$ cat src/rtl/sxt_pkg.sv
package sxt_pkg;

    localparam int KEY_BITS   = 31;
    localparam int VAL_W      = 31;
    localparam int MAX_ITEMS  = 1024;
    localparam int POOL_NODES = 1 + KEY_BITS * MAX_ITEMS;
    localparam int ADDR_W     = $clog2(POOL_NODES);
    localparam int CNT_W      = $clog2(POOL_NODES + 1);
    localparam int LVL_W      = $clog2(KEY_BITS);

    localparam logic [VAL_W-1:0] INT_MAX = {VAL_W{1'b1}};

    typedef struct packed {
        logic [VAL_W-1:0] value;
        logic             last;
    } in_word_t;

    typedef struct packed {
        logic [VAL_W-1:0] max_xor;
        logic [VAL_W-1:0] min_xor;
        logic             overflow;
        logic             is_last;
    } out_word_t;

    // index 0 = child for bit 0, index 1 = child for bit 1; 0 means no child
    typedef logic [1:0][ADDR_W-1:0] link_t;

    typedef struct packed {
        logic              en;
        logic [ADDR_W-1:0] addr;
        link_t             data;
    } ram_wr_t;

endpackage

$ cat src/rtl/sxt_step.sv
module sxt_step (
    input  sxt_pkg::link_t             links,
    input  logic                       key_bit,
    input  logic                       prefer_other,
    output logic [sxt_pkg::ADDR_W-1:0] nxt,
    output logic                       diff
);
    import sxt_pkg::*;

    logic want;
    logic taken;

    // take the preferred branch, fall back to the sibling when it is empty
    always_comb begin
        want  = key_bit ^ prefer_other;
        taken = want;
        if (links[want] == '0) begin
            taken = ~want;
        end
        nxt  = links[taken];
        diff = taken ^ key_bit;
    end

endmodule

$ cat config.mk
export PLATFORM = sky130hd
export DESIGN_NAME = sxt_step
export DESIGN_NICKNAME = d
export VERILOG_FILES = /design/src/rtl/sxt_pkg.sv /design/src/rtl/sxt_step.sv
export SDC_FILE = /design/constraint.sdc
export NUM_CORES = 1
export LEC_CHECK = 0
export ABC_AREA = 1
export BUFFER_PORTS_ARGS = -buffer_cell sky130_fd_sc_hd__buf_4
export CORE_MARGIN = 8
export CORE_UTILIZATION = 29
export DETAILED_ROUTE_END_ITERATION = 6
export PLACE_DENSITY = 0.73
export SLEW_MARGIN = 10
export SYNTH_ARGS = -nofsm -noshare
export SYNTH_HDL_FRONTEND = slang
export SYNTH_SLANG_ARGS = --single-unit
$ cat constraint.sdc
create_clock -name vclk -period 1.15
set_input_delay 0.115 -clock vclk [all_inputs]
set_output_delay 0.115 -clock vclk [all_outputs]
set_load 0.05 [all_outputs]
==> flow_metrics.py, run 1 <==
metrics = {
    "floorplanning": {
        "fp.dieW_um": 52.7,
        "start_util_pct": 30.4,
        "die_h_um": 52.7,
        "rows": 13,
        "io_pins": 48,
    },
    "clock_network": {
        "cts_hold_buf": 0,
        "cts_setup_buffers": 1,
        "cts_resized": 120,
    },
    "synthesis": {
        "yosysTopAreaCell": "nand2_1",
        "avgSynthCellArea_sq_um": 4.54,
        "ys_types": 11,
        "syn_area_sq_um": 390,
        "synth_xor_xnor_area_share_pct": 4.17,
        "yosys.area_share.adder_pct": 0,
        "seq_area_frac_synth_pct": 0,
        "synth_top_family_by_area": "simple AND/OR/NAND/NOR gates",
        "yosys.area_share.simple_pct": 86.2,
        "synth-compound-area-share_pct": 0,
        "synth_area_leaders": "nand2_1 39%, nand3_1 21%, nor2_1 17%, nand3_4 4.5%, xnor2_2 4.2%",
        "syn_inst": 86,
        "syn_nets": 118,
        "yosysWarnings": 0,
        "synth.mux.area_fraction_pct": 0,
        "synth_top_area_share_pct": 39.4,
    },
    "placement": {
        "portBuffers": 48,
        "dp_hpwl_um": 1700,
        "gp_congestion": 0.827,
        "placed_area_sq_um": 906,
    },
    "status": {
        "failed_stage": "4_1_cts",
        "status": "did not finish",
        "error": "[ERROR DPL-0038] Utilization greater than 100%, impossible to legalize",
    },
}
## cells in the mapped netlist
cell,instances
inv_1,3
nand3_1,16
xnor2_2,1
buf_6,1
nand2_2,1
clkinv_2,1
nand2_4,1
nand2_1,41
buf_2,2
nand3_4,1
nor2_1,18
## metrics by stage
step | utilization (%) | instances | worst slack, ps
after floorplan | - | 86 | 24.8
after global placement | 70.5 | 155 | -201
after detailed placement | 70.5 | 155 | -252
## cells by family after synthesis
logic type | Yosys count
xor+xnor | 1
buf+inv | 7
simple gates | 78
==> inputs of run 2 (changes only) <==
--- a/config.mk
+++ b/config.mk
@@ -7,10 +7,10 @@
 export LEC_CHECK = 0
 export ABC_AREA = 1
 export BUFFER_PORTS_ARGS = -buffer_cell sky130_fd_sc_hd__buf_4
-export CORE_MARGIN = 8
-export CORE_UTILIZATION = 29
+export CORE_AREA = 8 8 69 71
 export DETAILED_ROUTE_END_ITERATION = 6
-export PLACE_DENSITY = 0.73
+export DIE_AREA = 0 0 77 79
+export PLACE_DENSITY_LB_ADDON = 0.15
 export SLEW_MARGIN = 10
 export SYNTH_ARGS = -nofsm -noshare
 export SYNTH_HDL_FRONTEND = slang
==> run 2 against run 1 <==
  * The flow now finishes, with violations (setup timing)
  * Synthesized cell count stayed put
  * Area after synthesis stayed put
==> flow_metrics.py, run 2 <==
metrics = {
    "timing": {
        "fmax_ghz": 0.756,
        "min_period_over_period_pct": 115,
        "min_period_ps": 1320,
        "fin_tns_setup_ps": -2470,
        "layout_setup_ws_ps": -173,
        "finalHoldViolCount": 0,
        "rsz0062_at_grt": "true",
        "max_slew_margin_pct": 87.2,
        "worst_slew_pin_slew_ps": 193,
        "drv_slew": 0,
        "setup_viol": 16,
    },
    "power": {
        "power.density_nw_per_um2": 645,
        "ir_drop_v": 0.000192,
        "cellLeakagePower_uw": 0.000635,
        "total_power_uw": 912,
    },
    "global_route": {
        "grt_usage_pct": 6.95,
        "met2_usage_pct": 14.2,
        "use_met1_pct": 7.58,
        "grt_antenna_before_repair": 0,
        "overflow": 0,
        "gr-max-usage-layer": "met2",
        "use_met3_pct": 1.35,
        "grt_pass1_wl_um": 3610,
        "grt_pass1_vias": 790,
        "grt_max_degree": 17,
    },
    "status": {
        "status": "finished, violations left",
        "violations": "setup timing",
    },
    "finish": {
        "nets": 176,
        "nClkBuffers": 0,
        "nFillCells": 401,
        "seq_cell_count": 0,
        "syn_to_final_growth_pct": 263,
        "finalNonFillerCells": 192,
        "layout_common_cells": "24 x buf_4, 17 x buf_8, 16 x nand2_2",
        "final_common_cell": "buf_4",
        "antenna-diode-count": 0,
        "regArea_sq_um": 0,
        "layout-drive-gt1-share_pct": 84.5,
    },
    "routing": {
        "wl_per_cell_um": 12.4,
        "drc": 0,
        "drt_pass1_iterations": 2,
        "wl_um": 2370,
        "drtAntennaViolNets": 0,
        "via_count": 751,
        "drtIter0Drc": 3,
        "vias_per_cell": 3.91,
    },
    "worst_hold_path": {
        "hold_path.class": "input pin to primary output",
        "holdPathEnd": "nxt[11]",
        "hold_start": "links[11]",
        "hold_depth": 4,
    },
    "synthesis": {
        "synth_top_area_share_pct": 39.4,
        "yosysMostFrequentCell": "nand2_1",
        "ys_types": 11,
        "avgSynthCellArea_sq_um": 4.54,
        "yosysWarnings": 0,
        "seq_area_frac_synth_pct": 0,
        "syn_inst": 86,
        "syn_area_sq_um": 390,
        "yosysTopAreaCell": "nand2_1",
        "synth_common_cells": "41 x nand2_1, 18 x nor2_1, 16 x nand3_1",
        "synth_area_leaders": "nand2_1 39%, nand3_1 21%, nor2_1 17%, nand3_4 4.5%, xnor2_2 4.2%",
        "syn_nets": 118,
    },
    "clock_network": {
        "cts_hold_buf": 0,
    },
    "worst_setup_path": {
        "worstSetupPathType": "input pin to primary output",
        "critPathCaptureType": "primary output",
        "worstSetupStartpointType": "input pin",
        "cp.arrival_ps": 1210,
        "cp.required_ps": 1030,
        "crit_fanout": 5,
    },
    "placement": {
        "dp_hpwl_um": 1800,
        "portBuffers": 48,
        "dp_cells": 190,
        "gp_congestion": 0.704,
        "pre_cts_ws_ps": -238,
    },
    "floorplanning": {
        "fp.dieArea_sq_um": 6080,
        "rows": 23,
        "die_h_um": 79,
        "design.core.area_sq_um": 3800,
        "fp.dieW_um": 77,
        "start_util_pct": 10.3,
        "io_pins": 48,
    },
    "job": {
        "max_cap_viol_count": 0,
    },
}
-- run 2: worst max-delay path, cell delays in order --
cell       delay, ps
buf_4            130
xnor2_4          180
clkinv_2          90
nand3_4          180
clkbuf_16        190
nand3_2           90
nand2_4           80
buf_8            140
-- run 2: layout make-up --
| class | instances | area, sq um | share of cell area, % |
|---|---|---|---|
| multi-input cells | 80 | 687 | 48.5 |
| repair buffers | 58 | 649 | 45.9 |
| well taps | 50 | 62.6 | 4.42 |
| inverters | 4 | 16.3 | 1.15 |
-- run 2: layer usage --
layer	routed length [um]	part of all wire (%)
met5	0	0
met4	0	0
met3	129	5.4
met2	1300	55
met1	941	40
-- run 2: kinds of logic (layout without fill, tap and decap cells) --
| kind of cell | count (synthesis) | in the layout | synth area share (%) |
|---|---|---|---|
| AND/OR/NAND/NOR | 78 | 79 | 86.2 |
| XOR/XNOR | 1 | 1 | 4.17 |
| buffers and inverters | 7 | 62 | 9.61 |
-- run 2: worst max-delay path by stage --
stage	endpoint	from	slack [ps]	cells after the start
floorplan	nxt[10]	prefer_other	20	6
global placement	nxt[10]	links[28]	-230	9
detailed placement	nxt[6]	links[28]	-240	9
CTS	nxt[1]	links[22]	-160	9
global route	nxt[1]	links[23]	-230	9
finish	nxt[6]	key_bit	-170	8
-- run 2: repair_timing --
item,4_1_cts,5_1_grt
cloned,0,2
pin swaps,17,5
buffers inserted,0,0
endpoints found under the setup margin,16,16
resized for setup,71,38
-- run 2: where the power goes --
part           switching, uW  leakage (uW)  total, uW  internal (uW)
clock network              0             0          0              0
registers                  0             0          0              0
logic                    512      0.000635        912            401
total                    512      0.000635        912            401
-- run 2: per-stage QoR --
stage | utilization (%) | cell area (sq um) | hold slack (ps)
after floorplan | - | 480 | 430
after global placement | 25.0 | 950 | 599
after detailed placement | 25.0 | 950 | 597
after CTS | 32.5 | 1240 | 573
after global routing | 37.3 | 1420 | 580
final | 37.3 | 1420 | 566
(Power assumes the default switching activity.)
==> inputs of run 3 (changes only) <==
--- a/config.mk
+++ b/config.mk
@@ -7,9 +7,9 @@
 export LEC_CHECK = 0
 export ABC_AREA = 1
 export BUFFER_PORTS_ARGS = -buffer_cell sky130_fd_sc_hd__buf_4
-export CORE_AREA = 8 8 69 71
+export CORE_AREA = 2 2 63 65
 export DETAILED_ROUTE_END_ITERATION = 6
-export DIE_AREA = 0 0 77 79
+export DIE_AREA = 0 0 65 67
 export PLACE_DENSITY_LB_ADDON = 0.15
 export SLEW_MARGIN = 10
 export SYNTH_ARGS = -nofsm -noshare
==> constraint.sdc (replaced) <==
create_clock -name vclk -period 1.4
set_input_delay 0.14 -clock vclk [all_inputs]
set_output_delay 0.14 -clock vclk [all_outputs]
set_load 0.05 [all_outputs]
==> run 3 against run 2 <==
  * The flow now finishes without violations
  * Die area is 28% lower
  * Cell area decreased by 17%
  * Combinational power is 28% lower
  * Wire length fell by 12%
  * Highest routed layer unchanged
==> flow_metrics.py, run 3 (same netlist as run 2, synthesis figures left out) <==
metrics = {
    "timing": {
        "setup_viol": 0,
        "fmax_ghz": 0.726,
        "min_period_over_period_pct": 98.3,
        "worst_slew_pin_slew_ps": 179,
        "whs_ps": 622,
        "drv_slew": 0,
        "rsz0062_at_grt": "true",
        "fin_tns_setup_ps": 0,
        "finalHoldViolCount": 0,
        "max_slew_margin_pct": 88.1,
        "min_period_ps": 1380,
    },
    "finish": {
        "final_common_cell": "nand2_1",
        "syn_to_final_growth_pct": 202,
        "seq_cell_count": 0,
        "nClkBuffers": 0,
        "utilization_pct": 32.7,
        "regArea_sq_um": 0,
        "nets": 170,
        "layout-drive-gt1-share_pct": 69.1,
        "antenna-diode-count": 0,
        "layout_common_cells": "29 x nand2_1, 22 x buf_4, 22 x buf_6",
    },
    "global_route": {
        "grt_pass1_vias": 640,
        "grt_antenna_before_repair": 0,
        "grt_usage_pct": 7.57,
        "grt_pass1_wl_um": 2780,
        "overflow": 0,
        "grt_max_degree": 17,
    },
    "routing": {
        "drt_pass1_iterations": 4,
        "drtAntennaViolNets": 0,
        "via_count": 716,
        "dr_wl_met3_um": 155,
        "vias_per_cell": 3.89,
        "wl_um": 2100,
        "wl_per_cell_um": 11.4,
        "drc": 0,
        "dr_wl_met2_um": 1080,
        "met1Wirelength_um": 862,
        "top_layer_used": "met3",
        "drtIter0Drc": 44,
    },
    "worst_setup_path": {
        "worstSetupStartpointType": "input pin",
        "worstSetupStartpoint": "links[16]",
        "crit_fanout": 8,
        "cp.required_ps": 1260,
        "worstSetupPathType": "input pin to primary output",
        "slowest_delay_ps": 170,
        "worstPathCellList": "buf_4 -> nor2_2 -> nand2_2 -> nor2_2 -> nand3_4 -> buf_8 -> nand3_1 -> nand2_1 -> buf_6",
        "crit_path_frequent_cell": "nor2_2",
        "cpMaxStageDelayCell": "buf_8",
        "critPathCaptureType": "primary output",
        "cp.arrival_ps": 1240,
    },
    "floorplanning": {
        "fp.dieArea_sq_um": 4360,
        "io_pins": 48,
        "fp.dieW_um": 65,
        "start_util_pct": 10.8,
        "design.core.area_sq_um": 3610,
        "die_h_um": 67,
        "rows": 22,
    },
    "worst_hold_path": {
        "hold_start": "links[12]",
        "hold_path.class": "input pin to primary output",
        "holdPathEnd": "nxt[12]",
        "hold_depth": 4,
    },
    "power": {
        "cellLeakagePower_uw": 0.000557,
        "ir_drop_v": 0.000179,
        "power.density_nw_per_um2": 555,
        "total_power_uw": 653,
    },
    "job": {
        "max_cap_viol_count": 0,
    },
    "status": {
        "status": "finished clean",
    },
    "placement": {
        "dp_hpwl_um": 1560,
        "gp_congestion": 0.663,
        "portBuffers": 48,
    },
    "clock_network": {
        "cts_setup_buffers": 0,
        "cts_hold_buf": 0,
    },
}
[run 3: changes by cell type in the layout (fill, tap and decap cells not counted), moves of 3 or more]
cell     before  now
nand2_1      14   29
nand2_4      13    1
buf_8        17    7
buf_6        15   22
nor2_1        0    6
nand2_2      16   12
nor2_4        9    5
nand3_2       7   10
[run 3: worst max path at each step]
stage,endpoint,depth (start not counted),slack [ps]
floorplan,nxt[10],8,70
global placement,nxt[13],9,-10
detailed placement,nxt[0],9,-20
CTS,nxt[13],9,4
global route,nxt[2],9,-60
finish,nxt[11],9,20
[run 3: critical path, delay by kind of cell]
kind / cells / cell delay, ps
buffers and inverters: 3 / 450
and+or+nand+nor: 6 / 630
[run 3: stage by stage]
step                setup WS (ps)  std cells  area, sq um
floorplan                    66.6         86          390
global placement            -12.2        183          832
detailed placement          -17.3        183          832
CTS                          4.21        183          862
global route                -56.2        184         1180
finish                       23.4        184         1180
[run 3: routing by layer]
metal / GRT usage [%] / vias to the layer above
met5: 0 / -
met1: 10.4 / 313
met4: 0 / 0
li1: - / 372
met2: 13.0 / 31
met3: 1.35 / 0
[run 3: where the power goes]
group	switching, uW	internal [uW]
combinational	375	278
clock	0	0
sequential	0	0
[run 3: timing repair]
item / CTS / global route
pin swaps: 0 / 32
endpoints found under the setup margin: 13 / 16
resized for setup: 5 / 77
gates cloned: 0 / 1
[run 3: area by class of cell]
type / instances / area [sq um]
tap: 48 / 60.1
inverter: 4 / 16.3
timing repair buffer: 53 / 563
multi-input combinational: 79 / 538
fill: 404 / 2430
==> inputs of run 4 (changes only) <==
--- a/config.mk
+++ b/config.mk
@@ -10,6 +10,7 @@
 export CORE_AREA = 2 2 63 65
 export DETAILED_ROUTE_END_ITERATION = 6
 export DIE_AREA = 0 0 65 67
+export GPL_TIMING_DRIVEN = 0
 export PLACE_DENSITY_LB_ADDON = 0.15
 export SLEW_MARGIN = 10
 export SYNTH_ARGS = -nofsm -noshare
==> constraint.sdc (replaced) <==
create_clock -name vclk -period 1.3
set_input_delay 0.13 -clock vclk [all_inputs]
set_output_delay 0.13 -clock vclk [all_outputs]
set_load 0.05 [all_outputs]
==> run 4 against run 3 <==
  * Largest power group unchanged
  * Via count is 5.9% higher
  * Die area stayed put
  * Hold slack worse by 53 ps
  * Wire length is 4.1% higher
  * The run now ends with setup timing left
==> flow_metrics.py, run 4 (same netlist as run 2, synthesis figures left out) <==
metrics = {
    "global_route": {
        "grt_max_degree": 11,
        "grt_pass1_vias": 660,
        "grt_pass1_wl_um": 2810,
        "grt_antenna_before_repair": 0,
        "grt_usage_pct": 7.96,
        "overflow": 0,
    },
    "placement": {
        "dp_hpwl_um": 1550,
        "placed_area_sq_um": 836,
        "portBuffers": 48,
        "gp_congestion": 0.643,
    },
    "worst_setup_path": {
        "worstSetupStartpointType": "input pin",
        "cp_num_buf_inv": 3,
        "slowest_delay_ps": 170,
        "endpoint": "nxt[3]",
        "path_depth": 10,
        "cpMaxStageDelayCell": "clkbuf_16",
        "critPathCaptureType": "primary output",
        "crit_path_frequent_cell": "nand2_4",
        "cp.required_ps": 1170,
        "worstSetupStartpoint": "links[28]",
        "cp.arrival_ps": 1200,
        "crit_fanout": 5,
        "worstSetupPathType": "input pin to primary output",
        "crit_family": "simple AND/OR/NAND/NOR gates",
        "worstPathCellList": "buf_4 -> nor2_2 -> nand2_2 -> nor2_4 -> nand3_4 -> nand2_4 -> clkbuf_16 -> nand2_4 -> nand2_4 -> buf_8",
    },
    "timing": {
        "fin_tns_setup_ps": -162,
        "rsz0062_at_grt": "true",
        "min_period_over_period_pct": 102,
        "fmax_ghz": 0.754,
        "whs_ps": 568,
        "layout_setup_ws_ps": -26.5,
        "finalHoldViolCount": 0,
        "setup_viol": 8,
        "drv_slew": 0,
        "max_slew_margin_pct": 90.5,
        "worst_slew_pin_slew_ps": 142,
        "min_period_ps": 1330,
    },
    "finish": {
        "stdcell_area_sq_um": 1350,
        "layout_common_cells": "27 x buf_4, 21 x nand2_2, 17 x nand2_4",
        "seq_cell_count": 0,
        "regArea_sq_um": 0,
        "nets": 176,
        "nClkBuffers": 0,
        "syn_to_final_growth_pct": 246,
        "final_common_cell": "buf_4",
        "nFillCells": 380,
        "antenna-diode-count": 0,
        "layout-drive-gt1-share_pct": 84.5,
    },
    "floorplanning": {
        "design.core.area_sq_um": 3610,
        "io_pins": 48,
        "rows": 22,
        "start_util_pct": 10.8,
        "fp.dieArea_sq_um": 4360,
        "fp.dieW_um": 65,
        "die_h_um": 67,
    },
    "routing": {
        "drc": 0,
        "wl_per_cell_um": 11.5,
        "drtIter0Drc": 6,
        "vias_per_cell": 3.99,
        "drt_pass1_iterations": 2,
        "drtAntennaViolNets": 0,
        "wl_um": 2190,
        "via_count": 758,
    },
    "power": {
        "power.density_nw_per_um2": 608,
        "cellLeakagePower_uw": 0.000634,
        "ir_drop_v": 0.000241,
        "total_power_uw": 822,
    },
    "status": {
        "violations": "setup timing",
        "status": "finished, violations left",
    },
    "job": {
        "max_cap_viol_count": 0,
    },
    "worst_hold_path": {
        "hold_path.class": "input pin to primary output",
    },
}
==> run 4: layout make-up <==
cell class,count,area [sq um],share of cell area (%)
Buffer,3,37.5,2.78
Timing Repair Buffer,56,599,44.3
Inverter,4,16.3,1.20
Tap cell,48,60.1,4.44
Multi-Input combinational cell,79,639,47.3
==> run 4: repair_timing <==
item | 4_1_cts | 5_1_grt
hold buffers | 0 | 0
buffers inserted | 6 | 1
pin swaps | 5 | 31
endpoints found under the setup margin | 16 | 16
cloned | 0 | 1
gates resized for setup | 27 | 94
==> run 4: worst min path at each step <==
| stage | startpoint | endpoint | slack (ps) | cells after the start |
|---|---|---|---|---|
| 2_1_floorplan | links[10] | nxt[10] | 480 | 2 |
| 3_3_place_gp | links[12] | nxt[12] | 620 | 4 |
| 3_5_place_dp | links[2] | nxt[2] | 620 | 4 |
| 4_1_cts | links[11] | nxt[11] | 600 | 4 |
| 5_1_grt | links[5] | nxt[5] | 590 | 4 |
| 6_report | links[5] | nxt[5] | 570 | 4 |
==> run 4: per-layer routing <==
metal | track usage (%) | share of wire, % | up-vias
met4 | 0 | 0 | 0
met1 | 9.82 | 37 | 351
li1 | - | - | 382
met2 | 15.5 | 57 | 25
met3 | 1.01 | 6.0 | 0
met5 | 0 | 0 | -
==> run 4: report_power, final <==
part | total [uW] | internal (uW) | switching (uW)
logic | 822 | 369 | 454
registers | 0 | 0 | 0
clock network | 0 | 0 | 0
total | 822 | 369 | 454
==> run 4: stage by stage <==
stage / setup slack [ps] / cells / utilization, %
finish: -26.5 / 190 / 37.5
global route: -113 / 190 / 37.5
CTS: -52.7 / 188 / 27.2
detailed placement: -269 / 182 / 23.2
global placement: -245 / 182 / 23.2
floorplan: 104 / 86 / -
